==> src/sv/qrm_pkg.sv <==
// Shared types, constants and sequencer codes of the queue rate meter.
// Used by every other file of the block; depends on nothing.

package qrm_pkg;

	// Field widths.
	localparam int QUEUE_W  = 3;
	localparam int TIME_W   = 64;
	localparam int PKT_W    = 8;
	localparam int BYTES_W  = 24;
	localparam int WINDOW_W = 32;
	localparam int PPS_W    = 32;
	localparam int BPS_W    = 48;
	localparam int TOTAL_W  = 64;
	localparam int WIRE_W   = 25;

	// Configuration registers.
	localparam int PERIOD_W   = 40;
	localparam int OVH_W      = 8;
	localparam int APB_ADDR_W = 4;
	localparam int APB_DATA_W = 64;
	localparam int REG_IDX_W  = 1;

	localparam logic [REG_IDX_W-1:0] REG_UPDATE_PERIOD = 1'b0;
	localparam logic [REG_IDX_W-1:0] REG_OVERHEAD      = 1'b1;

	localparam logic [PERIOD_W-1:0] PERIOD_RESET = 40'd1000000000;
	localparam logic [OVH_W-1:0]    OVH_RESET    = 8'd24;

	// Geometry.
	localparam int QUEUES_DEF = 8;
	localparam int DIV_W      = 64;
	localparam int MUL_W      = 32;

	// Arithmetic constants. The bit rate gain of 8e9 is 1e9 followed by a shift of three.
	localparam logic [MUL_W-1:0] PPS_GAIN    = 32'd800000000;
	localparam logic [MUL_W-1:0] BPS_GAIN    = 32'd1000000000;
	localparam int               BPS_SHIFT   = 3;
	localparam logic [MUL_W-1:0] DIV5_RECIP  = 32'hCCCCCCCD;
	localparam int               DIV5_SHIFT  = 34;

	typedef struct packed {
		logic [PERIOD_W-1:0] update_period_ns;
		logic [OVH_W-1:0]    overhead_bytes;
	} cfg_t;

	typedef struct packed {
		logic [WINDOW_W-1:0] window_packets;
		logic [TIME_W-1:0]   window_start_ns;
		logic [PPS_W-1:0]    smoothed_pps;
		logic [BPS_W-1:0]    last_bps;
		logic [TOTAL_W-1:0]  packet_total;
		logic [TOTAL_W-1:0]  byte_total;
	} slot_entry_t;

	typedef struct packed {
		logic [PPS_W-1:0]   rate_pps;
		logic [BPS_W-1:0]   rate_bps;
		logic [TOTAL_W-1:0] packets_seen;
		logic [TOTAL_W-1:0] bytes_seen;
		logic               rate_updated;
	} out_item_t;

	typedef struct packed {
		logic busy;
		logic done;
	} div_stat_t;

	typedef enum logic [3:0] {
		ST_IDLE,
		ST_READ,
		ST_EVAL,
		ST_KEEP,
		ST_WIRE,
		ST_PPS_MUL,
		ST_PPS_DIV,
		ST_BPS_MUL,
		ST_BPS_DIV,
		ST_WRITE,
		ST_OUT
	} seq_state_t;

	typedef enum logic [1:0] {
		MUL_KEEP,
		MUL_WIRE,
		MUL_PPS,
		MUL_BPS
	} mul_sel_t;

	typedef struct packed {
		logic     in_ready;
		logic     rd_en;
		logic     wr_en;
		logic     div_start;
		logic     out_load;
		mul_sel_t mul_sel;
	} seq_ctrl_t;

endpackage

==> src/sv/qrm_divider.sv <==
// Radix-2 restoring divider, one quotient bit per cycle, shared by both rate divisions.
// Depends on qrm_pkg for the operand width and the status struct.

module qrm_divider (
	input  logic                      clk,
	input  logic                      arst_n,
	input  logic                      start,
	input  logic [qrm_pkg::DIV_W-1:0] num,
	input  logic [qrm_pkg::DIV_W-1:0] den,
	output logic [qrm_pkg::DIV_W-1:0] quot,
	output qrm_pkg::div_stat_t        stat
);

	localparam int W     = qrm_pkg::DIV_W;
	localparam int CNT_W = $clog2(W + 1);

	logic             busy_q;
	logic             done_q;
	logic [CNT_W-1:0] cnt_q;
	logic [W-1:0]     rem_q;
	logic [W-1:0]     quo_q;
	logic [W-1:0]     den_q;
	logic [W:0]       trial;
	logic             fits;

	// Shift the next numerator bit into the partial remainder and try the subtract.
	assign trial = {rem_q, quo_q[W-1]};
	assign fits  = trial >= {1'b0, den_q};

	always_ff @(posedge clk or negedge arst_n) begin
		if (!arst_n) begin
			busy_q <= 1'b0;
			done_q <= 1'b0;
			cnt_q  <= '0;
		end else begin
			done_q <= 1'b0;
			if (start) begin
				busy_q <= 1'b1;
				cnt_q  <= CNT_W'(W);
			end else if (busy_q) begin
				cnt_q <= cnt_q - CNT_W'(1);
				if (cnt_q == CNT_W'(1)) begin
					busy_q <= 1'b0;
					done_q <= 1'b1;
				end
			end
		end
	end

	always_ff @(posedge clk) begin
		if (start) begin
			rem_q <= '0;
			quo_q <= num;
			den_q <= den;
		end else if (busy_q) begin
			rem_q <= fits ? W'(trial - {1'b0, den_q}) : trial[W-1:0];
			quo_q <= {quo_q[W-2:0], fits};
		end
	end

	assign quot      = quo_q;
	assign stat.busy = busy_q;
	assign stat.done = done_q;

endmodule

==> config.mk <==
export PLATFORM = sky130hd
export DESIGN_NAME = qrm_divider
export DESIGN_NICKNAME = d
export VERILOG_FILES = /design/src/sv/qrm_pkg.sv /design/src/sv/qrm_divider.sv
export SDC_FILE = /design/constraint.sdc
export NUM_CORES = 1
export LEC_CHECK = 0
export ABC_AREA = 1
export BUFFER_PORTS_ARGS = -buffer_cell sky130_fd_sc_hd__buf_2
export CAP_MARGIN = 20
export CELL_PAD_IN_SITES_DETAIL_PLACEMENT = 1
export CELL_PAD_IN_SITES_GLOBAL_PLACEMENT = 2
export CORE_MARGIN = 2
export CORE_UTILIZATION = 32
export CTS_CLUSTER_DIAMETER = 80
export CTS_CLUSTER_SIZE = 30
export DETAILED_ROUTE_END_ITERATION = 12
export GPL_TIMING_DRIVEN = 0
export PLACE_DENSITY_LB_ADDON = 0.1
export SLEW_MARGIN = 20
export SYNTH_ARGS = -nofsm -noshare
export SYNTH_HDL_FRONTEND = slang
export SYNTH_SLANG_ARGS = --single-unit
==> constraint.sdc <==
create_clock -name clk -period 3.3 [get_ports clk]
set_input_delay 0.66 -clock clk [delete_from_list [all_inputs] [get_ports clk]]
set_output_delay 0.66 -clock clk [all_outputs]
set_load 0.01 [all_outputs]
==> out/results.ini <==
[clocking]
cts-root-buf = clkbuf_16
h-tree-depth = 1
clock_path_buffers = 3
clock_latency_ps = 550
cts.sink_count = 201
postCtsSetupBuffers = 0
cts_buffers = 18
clkTransAtPathRegs_ps = 90
cts_tree = done

[sta]
fmax_mhz = 322
fin_ws_ps = 191
min_period_ps = 3110
relSlewSlack_pct = 35.5
worst_slew_pin_slew_ps = 967
skew_ps = 35.1
setup_viol = 0
grt_setup_unrepaired = no
period_share_pct = 94.2
hold_viol = 0
finalMaxSlewViolations = 0

[finish]
drive_above_1_share_pct = 12.2
antenna_cells = 0
num-nets-final = 2603
final_core_util_pct = 38.0
most-common-layout-cells = nand2_1, inv_1, buf_2, nand3_1, edfxtp_1
area_growth_pct = 17.1
final_common_cell = nand2_1

[logic_synthesis]
syn_inst = 2186
synthXorXnorAreaFrac_pct = 1.89
synthSimpleGateAreaFrac_pct = 36.5
ys_seq_area_share_pct = 37.3
synth-edff-count = 128
syn-mean-instance-area_sq_um = 6.56
ys.warnings.count = 0
syn_nets = 2384
ys_ff_latch = 201
synth_top_family_by_area = simple AND/OR/NAND/NOR gates
synth_cell_types = 38
synth_adder_area_share_pct = 5.90
synthMuxAreaShare_pct = 0
synth_compound_area_share_pct = 4.38
ys_async_sr_fraction_pct = 4.48
synth_area_sq_um = 14300
synth_flop_cell = edfxtp_1

[place]
io_buffers = 196
post-place-ws_ps = 124
dp_hpwl_um = 44500
gp_congestion = 0.910

[global_route]
grt_max_degree = 44
grt_pass1_wl_um = 83000
grt_overflow = 0
grtUsageTotal_pct = 23.0
antenna_found_initial = 1
grt_pass1_vias = 14300

[drt]
via_per_inst = 4.61
wl_met3_um = 2550
m1WireLength_um = 25600
wl_per_cell_um = 17.7
drt_wl_total_um = 53300
final_antenna_net_count = 0
dr.pass1.iters = 5
drt_iter0_markers = 684
vias = 13900
met2_length_um = 24400
top_layer_used = met5
drc_errors = 0

[worst_setup_path]
cp_num_buf_inv = 2
worstSetupStartpointType = register
slowest_stage = ha_1
critPathKind = reg -> reg
endpoint_kind = register
cp_max_fo = 10
cp.arrival_ps = 3530
crit_family = simple AND/OR/NAND/NOR gates
cpMostUsedCell = nand2_1
max_stage_delay_ps = 510
worstPathRequired_ps = 3720
path_cells = inv_1 > ha_1 > nand2_1 > nor2_2 > nand2_1 > nor2_1 > and3_1 > nand2_2 > nand2_4 > buf_4 > nand3_1 > nand2_1 > nand2_1

[job]
drv_cap = 0

[pwr]
p_leak_uw = 0.00929
total_power_uw = 6270
powerDensity_nw_per_um2 = 373
vdd_drop_max_mv = 0.349

[run_status]
status = finished clean

[floorplan]
coreArea_sq_um = 44200
core.rowCount = 77
fp.dieH_um = 216
start_util_pct = 32.4
ioPinCount = 197
die_w_um = 216
dieArea_sq_um = 46500

[min_path]
hold_class = in -> reg

[state kept, by name, summed over array words and instances (netlist names)]
| register | count |
|---|---|
| den_q | 64 |
| quot | 64 |
| rem_q | 64 |
| cnt_q | 7 |
| busy_q | 1 |
| done_q | 1 |
[worst reg2reg max path, cell delays in order (launching register included)]
cell and delay, ps:
edfxtp_1 340, inv_1 60, ha_1 510, nand2_1 220, nor2_2 260, nand2_1 150
nor2_1 230, and3_1 200, nand2_2 90, nand2_4 240, buf_4 320, nand3_1 230
nand2_1 120, nand2_1 50
[cells by family after synthesis]
logic type	Yosys count
simple gates	1267
fa+ha+maj	67
compound gates	117
flops	201
buf+inv	503
xor+xnor	31
[path summary, 6_finish.rpt]
path | startpoint | end | slack (ps) | cells after the start
hold / removal | den[22] | den_q[22]$_DFFE_PP_ | 280 | 1
max in group asynchronous | arst_n | cnt_q[2]$_DFFE_PN0P_ | 2590 | 2
hold reg to reg | rem_q[37]$_SDFFE_PP0P_ | rem_q[37]$_SDFFE_PP0P_ | 470 | 2
min in group asynchronous | arst_n | cnt_q[3]$_DFFE_PN0P_ | 510 | 2
setup / recovery | den_q[43]$_DFFE_PP_ | rem_q[50]$_SDFFE_PP0P_ | 190 | 13
setup reg to reg | den_q[43]$_DFFE_PP_ | rem_q[50]$_SDFFE_PP0P_ | 190 | 13
[power breakdown]
group / internal, uW / switching (uW)
sequential: 2870 / 82.4
combinational: 336 / 611
clock: 1210 / 1170
total: 4410 / 1860
[layout make-up]
class | count | area [sq um]
tap | 592 | 741
fill | 5785 | 27400
clock inverter | 13 | 185
multi-input combinational | 1482 | 6990
buffer | 50 | 320
inverter | 453 | 1700
timing repair buffer | 199 | 1040
clock buffer | 19 | 475
sequential | 201 | 5350
[metrics by stage]
step                std cells  hold WS, ps  cell area [sq um]  TNS (ps)
floorplan                2186          364              14300         0
global placement         2974          455              16100   -201300
detailed placement       2976          464              16100         0
CTS                      3009          251              16800         0
global route             3009          257              16800         0
finish                   3009          280              16800         0
[timing repair]
item                                   in CTS  in global routing
endpoints found under the hold margin       9                  0
hold buffers                                1                  0
setup endpoints to repair                   0                  3
resized for setup                           0                  4
[layer usage]
| metal | track usage (%) | vias up |
|---|---|---|
| met5 | 0 | - |
| met1 | 31.6 | 6516 |
| met3 | 3.72 | 33 |
| li1 | - | 7101 |
| met4 | 3.79 | 2 |
| met2 | 38.4 | 220 |
[Yosys cell counts, drive strengths merged, types with 12 or more instances]
library cell / number / share of area [%]
nand3: 154 / 5.4
inv: 453 / 12
clkbuf: 23 / 0.60
nor3: 12 / 0.42
ha: 66 / 5.8
nand4: 18 / 0.78
nand2: 916 / 24
a21oi: 56 / 2.0
nor2: 125 / 3.6
buf: 27 / 1.6
dfxtp: 64 / 8.9
o21ai: 46 / 1.6
edfxtp: 128 / 27
xnor2: 29 / 1.8
nand3b: 35 / 1.8
No activity file was read; power rests on OpenSTA's default activity.
