===== config.mk =====
export PLATFORM = sky130hd
export DESIGN_NAME = qrm_slot_mem
export DESIGN_NICKNAME = d
export VERILOG_FILES = /design/src/sv/qrm_pkg.sv /design/src/sv/qrm_slot_mem.sv
export SDC_FILE = /design/constraint.sdc
export NUM_CORES = 2
export LEC_CHECK = 0
export CAP_MARGIN = 20
export CORE_UTILIZATION = 55
export CTS_BUF_LIST = sky130_fd_sc_hd__clkbuf_4
export DETAILED_ROUTE_END_ITERATION = 10
export DONT_BUFFER_PORTS = 1
export MAX_ROUTING_LAYER = met4
export PLACE_DENSITY = 0.73
export SYNTH_ARGS = -nofsm -noshare
export SYNTH_HDL_FRONTEND = slang
export SYNTH_MEMORY_MAX_BITS = 65536
export SYNTH_SLANG_ARGS = --single-unit

===== constraint.sdc =====
create_clock -name clk -period 1.6 [get_ports clk]
set_input_delay 0 -clock clk [delete_from_list [all_inputs] [get_ports clk]]
set_output_delay 0 -clock clk [all_outputs]
set_load 0.005 [all_outputs]

===== src/sv/qrm_pkg.sv =====
// Shared types, constants and sequencer codes of the queue rate meter.
// Used by every other file of the block; depends on nothing.

package qrm_pkg;

	// Field widths.
	localparam int QUEUE_W  = 3;
	localparam int TIME_W   = 64;
	localparam int PKT_W    = 8;
	localparam int BYTES_W  = 24;
	localparam int WINDOW_W = 32;
	localparam int PPS_W    = 32;
	localparam int BPS_W    = 48;
	localparam int TOTAL_W  = 64;
	localparam int WIRE_W   = 25;

	// Configuration registers.
	localparam int PERIOD_W   = 40;
	localparam int OVH_W      = 8;
	localparam int APB_ADDR_W = 4;
	localparam int APB_DATA_W = 64;
	localparam int REG_IDX_W  = 1;

	localparam logic [REG_IDX_W-1:0] REG_UPDATE_PERIOD = 1'b0;
	localparam logic [REG_IDX_W-1:0] REG_OVERHEAD      = 1'b1;

	localparam logic [PERIOD_W-1:0] PERIOD_RESET = 40'd1000000000;
	localparam logic [OVH_W-1:0]    OVH_RESET    = 8'd24;

	// Geometry.
	localparam int QUEUES_DEF = 8;
	localparam int DIV_W      = 64;
	localparam int MUL_W      = 32;

	// Arithmetic constants. The bit rate gain of 8e9 is 1e9 followed by a shift of three.
	localparam logic [MUL_W-1:0] PPS_GAIN    = 32'd800000000;
	localparam logic [MUL_W-1:0] BPS_GAIN    = 32'd1000000000;
	localparam int               BPS_SHIFT   = 3;
	localparam logic [MUL_W-1:0] DIV5_RECIP  = 32'hCCCCCCCD;
	localparam int               DIV5_SHIFT  = 34;

	typedef struct packed {
		logic [PERIOD_W-1:0] update_period_ns;
		logic [OVH_W-1:0]    overhead_bytes;
	} cfg_t;

	typedef struct packed {
		logic [WINDOW_W-1:0] window_packets;
		logic [TIME_W-1:0]   window_start_ns;
		logic [PPS_W-1:0]    smoothed_pps;
		logic [BPS_W-1:0]    last_bps;
		logic [TOTAL_W-1:0]  packet_total;
		logic [TOTAL_W-1:0]  byte_total;
	} slot_entry_t;

	typedef struct packed {
		logic [PPS_W-1:0]   rate_pps;
		logic [BPS_W-1:0]   rate_bps;
		logic [TOTAL_W-1:0] packets_seen;
		logic [TOTAL_W-1:0] bytes_seen;
		logic               rate_updated;
	} out_item_t;

	typedef struct packed {
		logic busy;
		logic done;
	} div_stat_t;

	typedef enum logic [3:0] {
		ST_IDLE,
		ST_READ,
		ST_EVAL,
		ST_KEEP,
		ST_WIRE,
		ST_PPS_MUL,
		ST_PPS_DIV,
		ST_BPS_MUL,
		ST_BPS_DIV,
		ST_WRITE,
		ST_OUT
	} seq_state_t;

	typedef enum logic [1:0] {
		MUL_KEEP,
		MUL_WIRE,
		MUL_PPS,
		MUL_BPS
	} mul_sel_t;

	typedef struct packed {
		logic     in_ready;
		logic     rd_en;
		logic     wr_en;
		logic     div_start;
		logic     out_load;
		mul_sel_t mul_sel;
	} seq_ctrl_t;

endpackage


===== src/sv/qrm_slot_mem.sv =====
// Per-slot state memory with one write and one registered read port.
// Valid bits cleared by reset make unwritten slots read as zero. Depends on qrm_pkg.

module qrm_slot_mem #(
	parameter int SLOTS = 2 * qrm_pkg::QUEUES_DEF
) (
	input  logic                               clk,
	input  logic                               arst_n,
	input  logic                               rd_en,
	input  logic [$clog2(SLOTS)-1:0]           rd_addr,
	output qrm_pkg::slot_entry_t               rd_data,
	input  logic                               wr_en,
	input  logic [$clog2(SLOTS)-1:0]           wr_addr,
	input  qrm_pkg::slot_entry_t               wr_data
);

	qrm_pkg::slot_entry_t slot_mem [SLOTS];
	qrm_pkg::slot_entry_t rd_q;
	logic [SLOTS-1:0]     valid_q;
	logic                 rd_valid_q;

	always_ff @(posedge clk or negedge arst_n) begin
		if (!arst_n) begin
			valid_q    <= '0;
			rd_valid_q <= 1'b0;
		end else begin
			if (wr_en) begin
				valid_q[wr_addr] <= 1'b1;
			end
			if (rd_en) begin
				rd_valid_q <= valid_q[rd_addr];
			end
		end
	end

	always_ff @(posedge clk) begin
		if (wr_en) begin
			slot_mem[wr_addr] <= wr_data;
		end
		if (rd_en) begin
			rd_q <= slot_mem[rd_addr];
		end
	end

	assign rd_data = rd_valid_q ? rd_q : '0;

endmodule


==> impl_metrics.env <==
export IMPL_status="complete, but fails checks"
export IMPL_violations="negative hold slack, max-slew violations, negative setup slack"
export IMPL_fin_crit_sh=1.793
export IMPL_cts_root_buf="clkbuf_4"
export IMPL_synthesis_nets=8253
export IMPL_p_total_mw=278.1
export IMPL_synthToLayoutAreaGrowth_pct=18.93
export IMPL_path_clk_slew_ns=0.06
export IMPL_first_global_vias=102700
export IMPL_htree_levels=7
export IMPL_grt_pass1_wl_um=680800
export IMPL_wire_per_inst_um=29.68
export IMPL_drive_gt1_frac=0.3522
export IMPL_first_pass_iters=6
export IMPL_min_path_type="in2reg"
export IMPL_crit_buf_inv=3
export IMPL_ios=620
export IMPL_endpoint_kind="primary output"
export IMPL_vias=97420
export IMPL_crit_fanout=11
export IMPL_routed_wl_um=471700
export IMPL_rows=218
export IMPL_grt_use_total=0.2740
export IMPL_grt_setup_unrepaired="true"
export IMPL_grt_start_max_net_pins=458
export IMPL_clock_skew_ns=0.1428
export IMPL_ant_nets=0
export IMPL_worstMarginPinSlew_ns=3.360
export IMPL_ir_drop_v=0.001140
export IMPL_nFillCells=21860
export IMPL_finalNetCount=10610
export IMPL_yosysWarnings=0
export IMPL_p_leak_nw=75.51
export IMPL_max_cap_violations=0
export IMPL_cts_hold_buf=936
export IMPL_antenna_found_initial=30
export IMPL_critPathArrivalTime_ns=2.87
export IMPL_crit_type="reg2out"
export IMPL_clock_path_buffers=5
export IMPL_syn_area_mm2=0.1950
export IMPL_utilization=0.6577
export IMPL_cts_made_buffers=1331
export IMPL_fmax_mhz=348.6
export IMPL_overflow=0
export IMPL_core_area_mm2=0.3527
export IMPL_synth_edf_count=5168
export IMPL_ys_seq_area_frac=0.7978
export IMPL_synth_top_cell_area_share=0.7957
export IMPL_placed_cells=12720
export IMPL_synth_cell_type_count=24
export IMPL_remaining_drc_errors=0
export IMPL_stdcell_count=15890
export IMPL_slew_viol_final=453
export IMPL_drtIter0Drc=10770
export IMPL_dpl_hpwl_um=248200
export IMPL_fp_dieArea_mm2=0.3570
export IMPL_start_util=0.5530
export IMPL_synth_async_reset_ratio=0.003279
export IMPL_synth_seq_cells=5185
export IMPL_syn_avg_cell_area_um2=24.57
export IMPL_cts_tree="built"
export IMPL_path_delay_family="buffers and inverters"
export IMPL_io_buffer_count=0
export IMPL_netlist_top_cell_by_area="edfxtp_1"
export IMPL_crit_path_max_incr_delay_ns=0.51
export IMPL_p_per_area_mw_per_mm2=1199
export IMPL_setup_slack_ns=-1.268
export IMPL_worstSkewPairLatency_ns=1.69
export IMPL_die_w_um=597.5
export IMPL_crit_required_ns=1.60
export IMPL_gp_congestion=0.7809
export IMPL_hold_viol_final=523
export IMPL_ys_top_cells_by_area="edfxtp_1, mux4_2, and2_1"
export IMPL_worstSetupStartpointType="flip-flop"
export IMPL_synth_ff_type="edfxtp_1"
export IMPL_finalCriticalPeriod_ns=2.868
export IMPL_via_per_inst=6.131
export IMPL_holdWs_ns=-1.444
export IMPL_crit_slowest_cell="dfrtp_4"
export IMPL_numClockSinks=5185
export IMPL_path_cells="buf_12 -> buf_4 -> clkbuf_16 -> and2_1"
export IMPL_die_h_um=597.5
export IMPL_setup_violations=1824
export IMPL_slew_limit_headroom=-1.240
export IMPL_synthCells=7937
## through the flow
stage          setup slack (ns)  setup TNS, ns  cell area (um2)
3_3_place_gp             -3.471        -697.83           205800
3_5_place_dp             -3.581        -708.65           205800
6_report                 -1.268        -605.37           232000
5_1_grt                  -1.497        -568.62           231900
2_1_floorplan            -6.649              -           195200
4_1_cts                  -1.509        -504.15           231400
## logic make-up after synthesis
family | share of synthesized area
DFF | 0.7978
AOI/OAI and AO/OA | 0.009776
buffers and inverters | 0.01026
muxes | 0.1663
and+or+nand+nor | 0.01579
## registers in the layout, indices dropped and copies added, names as in the netlist
register,flops
rd_valid_q,1
valid_q,16
rd_q,304
slot_mem,4864
## layout make-up
class,instances,area [um2],share of cell area
Multi-Input combinational cell,2328,37810,0.1630
Sequential cell,5185,155600,0.6709
Timing Repair Buffer,1450,17020,0.07339
Tap cell,4730,5918,0.02551
Clock buffer,1817,13640,0.05880
Clock inverter,328,1823,0.007859
Antenna cell,53,132.6,0.0005718
## power by group
group	internal, mW	total (mW)	switching [mW]
Combinational	8.45	17.4	8.94
Clock	55.2	106	51.2
Sequential	153	154	1.28
## per-layer routing
layer,GRT usage,part of all wire,vias up
met5,-,0,-
met4,0.1083,0.029,0
met3,0.05867,0.083,786
met2,0.4312,0.51,5602
met1,0.3534,0.38,51440
li1,-,-,39590
## path summary, 6_finish.rpt
| path | start | end | slack [ns] | depth (start not counted) |
|---|---|---|---|---|
| setup / recovery | rd_valid_q | rd_data[21] | -1.27 | 4 |
| hold reg to reg | valid_q[12] | valid_q[12] | 0.46 | 1 |
| max in group asynchronous | arst_n | rd_valid_q | 0.34 | 4 |
| min in group asynchronous | arst_n | valid_q[5] | 0.69 | 4 |
| hold / removal | rd_en | rd_q[135] | -1.44 | 0 |
| setup reg to reg | slot_mem[3][263] | rd_q[263] | -0.55 | 5 |
## worst register-to-register path, stage by stage (launching register included)
cell	delay [ns]
edfxtp_1	0.38
mux4_2	0.47
nor2b_1	0.15
a211oi_1	0.39
buf_4	0.24
a21oi_1	0.07
## synth_stat cells, types with 13 or more instances
cell and n:
or2_2 16, buf_6 27, a211oi_1 151, buf_1 46
and2_1 304, buf_2 160, mux2i_1 154, clkbuf_1 189
a21oi_1 151, nor2b_1 151, mux4_2 1372, edfxtp_1 5168
nor2_1 13, dfrtp_1 17
## cell usage in the layout, fill, tap and decap left out, types with 69 or more instances in the layout
| cell type | Yosys | routed |
|---|---|---|
| a211oi_1 | 151 | 140 |
| a21oi_1 | 151 | 151 |
| and2_1 | 304 | 231 |
| and2_4 | 0 | 69 |
| buf_12 | 0 | 218 |
| buf_4 | 2 | 239 |
| clkbuf_4 | 0 | 1817 |
| clkinv_1 | 0 | 239 |
| dlygate4sd3_1 | 0 | 935 |
| edfxtp_1 | 5168 | 5168 |
| mux2i_1 | 154 | 154 |
| mux4_2 | 1372 | 1372 |
| nor2b_1 | 151 | 151 |
## what timing repair did
| item | in CTS | in global routing |
|---|---|---|
| buffers inserted | 4 | 6 |
| endpoints found under the setup margin | 573 | 1175 |
| pin swaps | 16 | 0 |
| endpoints found under the hold margin | 10370 | 609 |
| cloned | 16 | 8 |
| gates resized for setup | 62 | 51 |
No activity file was read; power rests on OpenSTA's default activity.
