## src/sv/qrm_pkg.sv

```systemverilog
// Shared types, constants and sequencer codes of the queue rate meter.
// Used by every other file of the block; depends on nothing.

package qrm_pkg;

	// Field widths.
	localparam int QUEUE_W  = 3;
	localparam int TIME_W   = 64;
	localparam int PKT_W    = 8;
	localparam int BYTES_W  = 24;
	localparam int WINDOW_W = 32;
	localparam int PPS_W    = 32;
	localparam int BPS_W    = 48;
	localparam int TOTAL_W  = 64;
	localparam int WIRE_W   = 25;

	// Configuration registers.
	localparam int PERIOD_W   = 40;
	localparam int OVH_W      = 8;
	localparam int APB_ADDR_W = 4;
	localparam int APB_DATA_W = 64;
	localparam int REG_IDX_W  = 1;

	localparam logic [REG_IDX_W-1:0] REG_UPDATE_PERIOD = 1'b0;
	localparam logic [REG_IDX_W-1:0] REG_OVERHEAD      = 1'b1;

	localparam logic [PERIOD_W-1:0] PERIOD_RESET = 40'd1000000000;
	localparam logic [OVH_W-1:0]    OVH_RESET    = 8'd24;

	// Geometry.
	localparam int QUEUES_DEF = 8;
	localparam int DIV_W      = 64;
	localparam int MUL_W      = 32;

	// Arithmetic constants. The bit rate gain of 8e9 is 1e9 followed by a shift of three.
	localparam logic [MUL_W-1:0] PPS_GAIN    = 32'd800000000;
	localparam logic [MUL_W-1:0] BPS_GAIN    = 32'd1000000000;
	localparam int               BPS_SHIFT   = 3;
	localparam logic [MUL_W-1:0] DIV5_RECIP  = 32'hCCCCCCCD;
	localparam int               DIV5_SHIFT  = 34;

	typedef struct packed {
		logic [PERIOD_W-1:0] update_period_ns;
		logic [OVH_W-1:0]    overhead_bytes;
	} cfg_t;

	typedef struct packed {
		logic [WINDOW_W-1:0] window_packets;
		logic [TIME_W-1:0]   window_start_ns;
		logic [PPS_W-1:0]    smoothed_pps;
		logic [BPS_W-1:0]    last_bps;
		logic [TOTAL_W-1:0]  packet_total;
		logic [TOTAL_W-1:0]  byte_total;
	} slot_entry_t;

	typedef struct packed {
		logic [PPS_W-1:0]   rate_pps;
		logic [BPS_W-1:0]   rate_bps;
		logic [TOTAL_W-1:0] packets_seen;
		logic [TOTAL_W-1:0] bytes_seen;
		logic               rate_updated;
	} out_item_t;

	typedef struct packed {
		logic busy;
		logic done;
	} div_stat_t;

	typedef enum logic [3:0] {
		ST_IDLE,
		ST_READ,
		ST_EVAL,
		ST_KEEP,
		ST_WIRE,
		ST_PPS_MUL,
		ST_PPS_DIV,
		ST_BPS_MUL,
		ST_BPS_DIV,
		ST_WRITE,
		ST_OUT
	} seq_state_t;

	typedef enum logic [1:0] {
		MUL_KEEP,
		MUL_WIRE,
		MUL_PPS,
		MUL_BPS
	} mul_sel_t;

	typedef struct packed {
		logic     in_ready;
		logic     rd_en;
		logic     wr_en;
		logic     div_start;
		logic     out_load;
		mul_sel_t mul_sel;
	} seq_ctrl_t;

endpackage

```

## src/sv/qrm_apb_regs.sv

```systemverilog
// APB-style configuration registers: update period and per-packet overhead.
// Depends on qrm_pkg for the register codes, widths and reset values.

module qrm_apb_regs (
	input  logic                           clk,
	input  logic                           arst_n,
	input  logic                           psel,
	input  logic                           penable,
	input  logic                           pwrite,
	input  logic [qrm_pkg::APB_ADDR_W-1:0] paddr,
	input  logic [qrm_pkg::APB_DATA_W-1:0] pwdata,
	output logic [qrm_pkg::APB_DATA_W-1:0] prdata,
	output logic                           pready,
	output qrm_pkg::cfg_t                  cfg
);

	logic [qrm_pkg::PERIOD_W-1:0]  period_q;
	logic [qrm_pkg::OVH_W-1:0]     ovh_q;
	logic [qrm_pkg::REG_IDX_W-1:0] reg_idx;
	logic                          wr_en;

	// Registers sit on 64-bit words; the low address bits select a byte within one.
	assign reg_idx = paddr[qrm_pkg::APB_ADDR_W-1 -: qrm_pkg::REG_IDX_W];
	assign wr_en   = psel && penable && pwrite;
	assign pready  = 1'b1;

	always_ff @(posedge clk or negedge arst_n) begin
		if (!arst_n) begin
			period_q <= qrm_pkg::PERIOD_RESET;
			ovh_q    <= qrm_pkg::OVH_RESET;
		end else if (wr_en) begin
			case (reg_idx)
				qrm_pkg::REG_UPDATE_PERIOD: period_q <= pwdata[qrm_pkg::PERIOD_W-1:0];
				qrm_pkg::REG_OVERHEAD:      ovh_q    <= pwdata[qrm_pkg::OVH_W-1:0];
				default: ;
			endcase
		end
	end

	always_comb begin
		case (reg_idx)
			qrm_pkg::REG_UPDATE_PERIOD:
				prdata = {{(qrm_pkg::APB_DATA_W-qrm_pkg::PERIOD_W){1'b0}}, period_q};
			qrm_pkg::REG_OVERHEAD:
				prdata = {{(qrm_pkg::APB_DATA_W-qrm_pkg::OVH_W){1'b0}}, ovh_q};
			default:
				prdata = '0;
		endcase
	end

	assign cfg.update_period_ns = period_q;
	assign cfg.overhead_bytes   = ovh_q;

endmodule

```

## config.mk

```make
export PLATFORM = sky130hd
export DESIGN_NAME = qrm_apb_regs
export DESIGN_NICKNAME = d
export VERILOG_FILES = /design/src/sv/qrm_pkg.sv /design/src/sv/qrm_apb_regs.sv
export SDC_FILE = /design/constraint.sdc
export NUM_CORES = 1
export LEC_CHECK = 0
export ABC_CLOCK_PERIOD_IN_PS = 1000
export BUFFER_PORTS_ARGS = -buffer_cell sky130_fd_sc_hd__buf_4
export CAP_MARGIN = 30
export CORE_AREA = 8 8 87 89
export CTS_CLUSTER_DIAMETER = 40
export DETAILED_ROUTE_END_ITERATION = 12
export DIE_AREA = 0 0 95 97
export MAX_ROUTING_LAYER = met4
export PLACE_DENSITY_LB_ADDON = 0.1
export SYNTH_ARGS = -nofsm -noshare
export SYNTH_HDL_FRONTEND = slang
export SYNTH_SLANG_ARGS = --single-unit
```

## constraint.sdc

```tcl
create_clock -name clk -period 1 [get_ports clk]
set_input_delay 0.15 -clock clk [delete_from_list [all_inputs] [get_ports clk]]
set_output_delay 0.15 -clock clk [all_outputs]
set_load 0.05 [all_outputs]
```

==> run_results.csv, run 1 <==
group,metric,value,unit
drt,drtPass1Iterations,4,
die,rows,29,
synth,synth_top_area_frac,0.352,
clock_network,clock-sinks,48,
synth,yosysTopAreaCell,"dfrtp_1",
sta,fin_crit,1.32,ns
clock_network,cts_tree,"built",
die,die-area,9220,um^2
layout,diodes,0,
synth,synth_seq_area_share,0.521,
setup_path,arrival,1.17,ns
status,violations,"setup timing",
clock_network,clock_path_buffers,2,
setup_path,worstPathMaxFanout,2,
synth,synth_seq_cells,48,
sta,hold_viol_final,0,
die,start_util,0.378,
drt,wl_per_cell,17.4,um
layout,n_fill_cell,417,
drt,drc,0,
clock_network,htreeDepth,2,
sta,clock_skew,0,ns
layout,fin_cells,417,
run,maxCapViolations,0,
sta,setup_ws,-0.319,ns
synth,synth.lib_cells_used.distinct,12,
power,powerDensity,2310,nW/um^2
layout,layout_commonest_cell,"buf_6",
global_route,grtUsageTotal,0.155,
placement,hpwl,5430,um
drt,vias_per_cell,4.46,
global_route,grt_pass1_wl,10900,um
sta,clock.fmax,758,MHz
layout,area_delta_synth_final,92.3,%
clock_network,cts-root-buf,"clkbuf_8",
die,fp.dieH,97,um
placement,numPlacedInstances,399,
setup_path,endpoint_kind,"output pin",
setup_path,cp-start-kind,"flop",
sta,rsz0062_at_grt,"true",
global_route,grt_antenna_before_repair,0,
drt,drt_iter0_markers,24,
placement,portBuffers,133,
layout,drive_above_1_share,0.909,
placement,gp_congestion,0.716,
synth,syn_avg_cell_area,13.5,um^2
setup_path,crit_required,0.85,ns
clock_network,path_clk_slew,0.08,ns
clock_network,insertion_delay,0.29,ns
die,die_x,95,um
layout,fin_nets,412,
layout,final_cell_mix,"76 x buf_6, 60 x buf_4, 45 x mux2_2",
die,ios,186,
sta,drv_slew,0,
global_route,grt_max_degree,49,
synth,synthCells,173,
die,core,6200,um^2
drt,drt-total-wl,7250,um
setup_path,crit_type,"reg2out",
clock_network,numCtsBuffers,5,
setup_path,rrSetupSlack,-0.01,ns
status,outcome,"finished with violations",
drt,vias,1860,
sta,hold_ws,0.0689,ns
worst_hold_path,hold_class,"in2reg",
power,vdd_drop_max,1270,uV
drt,antenna_left,0,
sta,setup_viol,89,
power,leakage,2.16,nW
global_route,grt_pass1_vias,2061,
synth,netlist_area,2340,um^2
synth,ys_warn_count,0,
global_route,overflow,0,
sta,fin_crit_sh,1.32,
synth,synthTopCellsByArea,"dfrtp_1 35%, mux2_2 25%, dfstp_2 17%, nor2b_1 8.5%, buf_4 8.0%",
Yosys cell counts, drive strengths merged:
cell,count
mux2,56
dfrtp,33
nor2b,32
buf,30
dfstp,15
clkbuf,3
conb,2
nand4,1
nand4b,1
sequential cells by signal (all words and copies together) (netlist names):
signal and flops:
period_q 40, ovh_q 8
cell families (layout without fill, tap and decap cells):
family / after synthesis / after routing / synth area share
muxes: 56 / 56 / 0.269
DFF: 48 / 48 / 0.521
buffers and inverters: 33 / 177 / 0.106
and+or+nand+nor: 34 / 34 / 0.101
other: 2 / 25 / 0.00320
critical path, cell delays in order (launching register included):
cell and delay (ns):
dfstp_2 0.56, nor2b_4 0.15, buf_6 0.16
worst paths after layout:
kind,start,endpoint,depth (start not counted)
worst max-delay path,period_q[24],prdata[24],2
worst min-delay path,pwdata[37],period_q[37],2
worst max register to register,period_q[4],period_q[4],3
worst min register to register,period_q[38],period_q[38],1
max in group asynchronous,arst_n,period_q[15],3
min in group asynchronous,arst_n,ovh_q[5],3
metal layers:
layer,vias to the layer above,GRT usage,wire length [um]
met1,896,0.166,2690
met4,0,0.0385,87
met2,101,0.269,3750
met3,8,0.0456,727
met5,-,-,0
li1,855,-,-
report_power, final:
group | leakage, nW | internal (mW) | total [mW] | switching (mW)
clock network | 0.0455 | 0.565 | 1.18 | 0.614
logic | 1.60 | 2.74 | 6.31 | 3.56
registers | 0.518 | 2.53 | 2.91 | 0.386
total | 2.16 | 5.83 | 10.4 | 4.56
through the flow:
stage | worst slack [ns] | setup TNS [ns] | cell area [um^2] | power [mW] | utilization
finish | -0.319 | -14.17 | 4510 | 10.4 | 0.726
global route | -0.354 | -17.44 | 4510 | 10.8 | 0.726
CTS | -0.310 | -15.08 | 4380 | 10.2 | 0.706
detailed placement | -0.136 | -5.94 | 3830 | 8.21 | 0.618
global placement | -0.117 | -5.24 | 3830 | 8.15 | 0.618
floorplan | -0.207 | -3.80 | 2750 | 6.59 | -
final cells by class:
type	instances	area, um^2	area share
multi-input cells	115	1230	0.273
flip-flops and latches	48	1260	0.280
well taps	77	96.3	0.0214
clock buffers	8	90.1	0.0200
repair buffers	169	1830	0.405
timing repair:
action / 4_1_cts / 5_1_grt
hold buffers: 1 / 0
endpoints found under the hold margin: 33 / 0
resized for setup: 112 / 29
setup buffers: 4 / 12
endpoints found under the setup margin: 88 / 88
Power figures use the tool's default switching activity.
==> inputs of run 2 (changes only) <==
PLACE_DENSITY = 0.78   (was not set)
PLACE_DENSITY_LB_ADDON = not set   (was 0.1)
==> run_results.csv, run 2 (same netlist as run 1, synthesis figures left out) <==
group,metric,value,unit
status,outcome,"finished with violations",
status,violations,"setup timing",
sta,hold_viol_final,0,
clock_network,clock_path_buffers,2,
sta,fin_setup_tns,-14.03,ns
power,switching_share,0.439,
global_route,grt_pass1_vias,2220,
layout,area_delta_synth_final,98.3,%
sta,setup_ws,-0.311,ns
sta,fin_crit_sh,1.31,
setup_path,arrival,1.16,ns
global_route,grtUsageTotal,0.161,
die,die_x,95,um
drt,wl_per_cell,18.2,um
power,leakage,2.25,nW
die,core,6200,um^2
drt,antenna_left,0,
power,vdd_drop_max,1370,uV
die,ios,186,
drt,drtPass1Iterations,4,
drt,drt-total-wl,7790,um
setup_path,slowest_delay,0.57,ns
placement,portBuffers,133,
die,start_util,0.378,
layout,fin_nets,422,
power,combPwrFrac,0.620,
global_route,grt_antenna_before_repair,0,
power,clockPowerShare,0.103,
placement,hpwl,5790,um
power,powerDensity,2280,nW/um^2
drt,vias,1925,
layout,final_cell_mix,"85 x buf_6, 58 x buf_4, 40 x mux2_2",
sta,fin_crit,1.31,ns
run,maxCapViolations,0,
sta,setup_viol,90,
layout,largest_reg_flops,40,
global_route,grt_max_degree,23,
die,rows,29,
drt,vias_per_cell,4.51,
layout,final_util,0.749,
setup_path,crit_type,"reg2out",
sta,rsz0062_at_grt,"true",
clock_network,path_clk_slew,0.09,ns
die,die-area,9220,um^2
setup_path,cp-start-kind,"flop",
setup_path,worstPathMaxFanout,3,
clock_network,cts-root-buf,"clkbuf_8",
layout,regMostFlops,"period_q",
clock_network,numCtsBuffers,5,
global_route,grt_pass1_wl,11400,um
worst_hold_path,hold_class,"in2reg",
clock_network,cts_tree,"built",
setup_path,cp_cell_sequence,"mux2_4 -> buf_6",
die,fp.dieH,97,um
layout,diodes,0,
sta,clock.fmax,763,MHz
placement,gp_congestion,0.782,
drt,drc,0,
setup_path,critical-path-slowest-cell,"dfstp_2",
setup_path,crit_required,0.85,ns
clock_network,htreeDepth,2,
power,seqPwrFrac,0.277,
clock_network,clock-sinks,48,
clock_network,insertion_delay,0.29,ns
layout,reg_top3,"period_q (40), ovh_q (8)",
sta,clock_skew,0,ns
layout,drive_above_1_share,0.911,
setup_path,endpoint_kind,"output pin",
global_route,overflow,0,
power,power.internal,5.94,mW
drt,drt_iter0_markers,29,
power,p_switching,4.65,mW
layout,layout_commonest_cell,"buf_6",
sta,drv_slew,0,
run 2: worst paths after layout:
path | from | endpoint | slack [ns] | cells past startpoint
hold / removal | pwdata[38] | period_q[38] | 0.07 | 2
setup reg to reg | period_q[3] | period_q[3] | -0.02 | 3
hold reg to reg | period_q[38] | period_q[38] | 0.55 | 1
setup / recovery | ovh_q[3] | prdata[3] | -0.31 | 2
max in group asynchronous | arst_n | period_q[9] | 0.22 | 3
min in group asynchronous | arst_n | period_q[36] | 0.28 | 2
run 2: power by group through the flow:
| stage | sequential (mW) | combinational, mW | clock (mW) |
|---|---|---|---|
| final | 2.93 | 6.56 | 1.10 |
| after detailed placement | 2.88 | 5.40 | 0 |
| after global routing | 2.99 | 6.78 | 1.21 |
| after global placement | 2.84 | 5.32 | 0 |
| after floorplan | 4.40 | 2.18 | 0 |
| after CTS | 2.91 | 6.25 | 1.14 |
run 2: final cells by class:
type | count | area, um^2
clock buffers | 7 | 76.3
clock inverters | 1 | 5.00
flip-flops and latches | 48 | 1260
multi-input cells | 115 | 1250
repair buffers | 179 | 1960
fillers | 388 | 1560
well taps | 77 | 96.3
run 2: what timing repair did:
item | CTS | global route
endpoints found under the setup margin | 88 | 90
gates cloned | 0 | 0
hold buffers | 1 | 0
buffers inserted | 7 | 16
gates resized for setup | 122 | 37
endpoints found under the hold margin | 12 | 0
run 2: per-stage QoR:
stage                     hold slack (ns)  power [mW]  area (um^2)  setup slack (ns)  instances
after global routing               0.0604        11.0         4650            -0.352        427
final                              0.0674        10.6         4650            -0.311        427
after detailed placement           0.0665        8.28         3880            -0.177        404
after global placement             0.0555        8.16         3880            -0.143        404
after floorplan                    -0.146        6.59         2750            -0.207        196
after CTS                          0.0554        10.3         4480            -0.308        419
run 2: metal layers:
metal	routed length, um	part of all wire	vias to the layer above	global-route usage
li1	-	-	875	-
met1	2660	0.34	968	0.156
met2	4580	0.59	78	0.312
met3	509	0.065	4	0.0371
met4	35	0.0045	0	0.0325
met5	0	0	-	-
run 2: worst max-delay path: cells and delay by family, from the launching register on:
kind                   cells  cell delay [ns]
flip-flops                 1             0.57
multiplexers               1             0.15
buffers and inverters      1             0.15
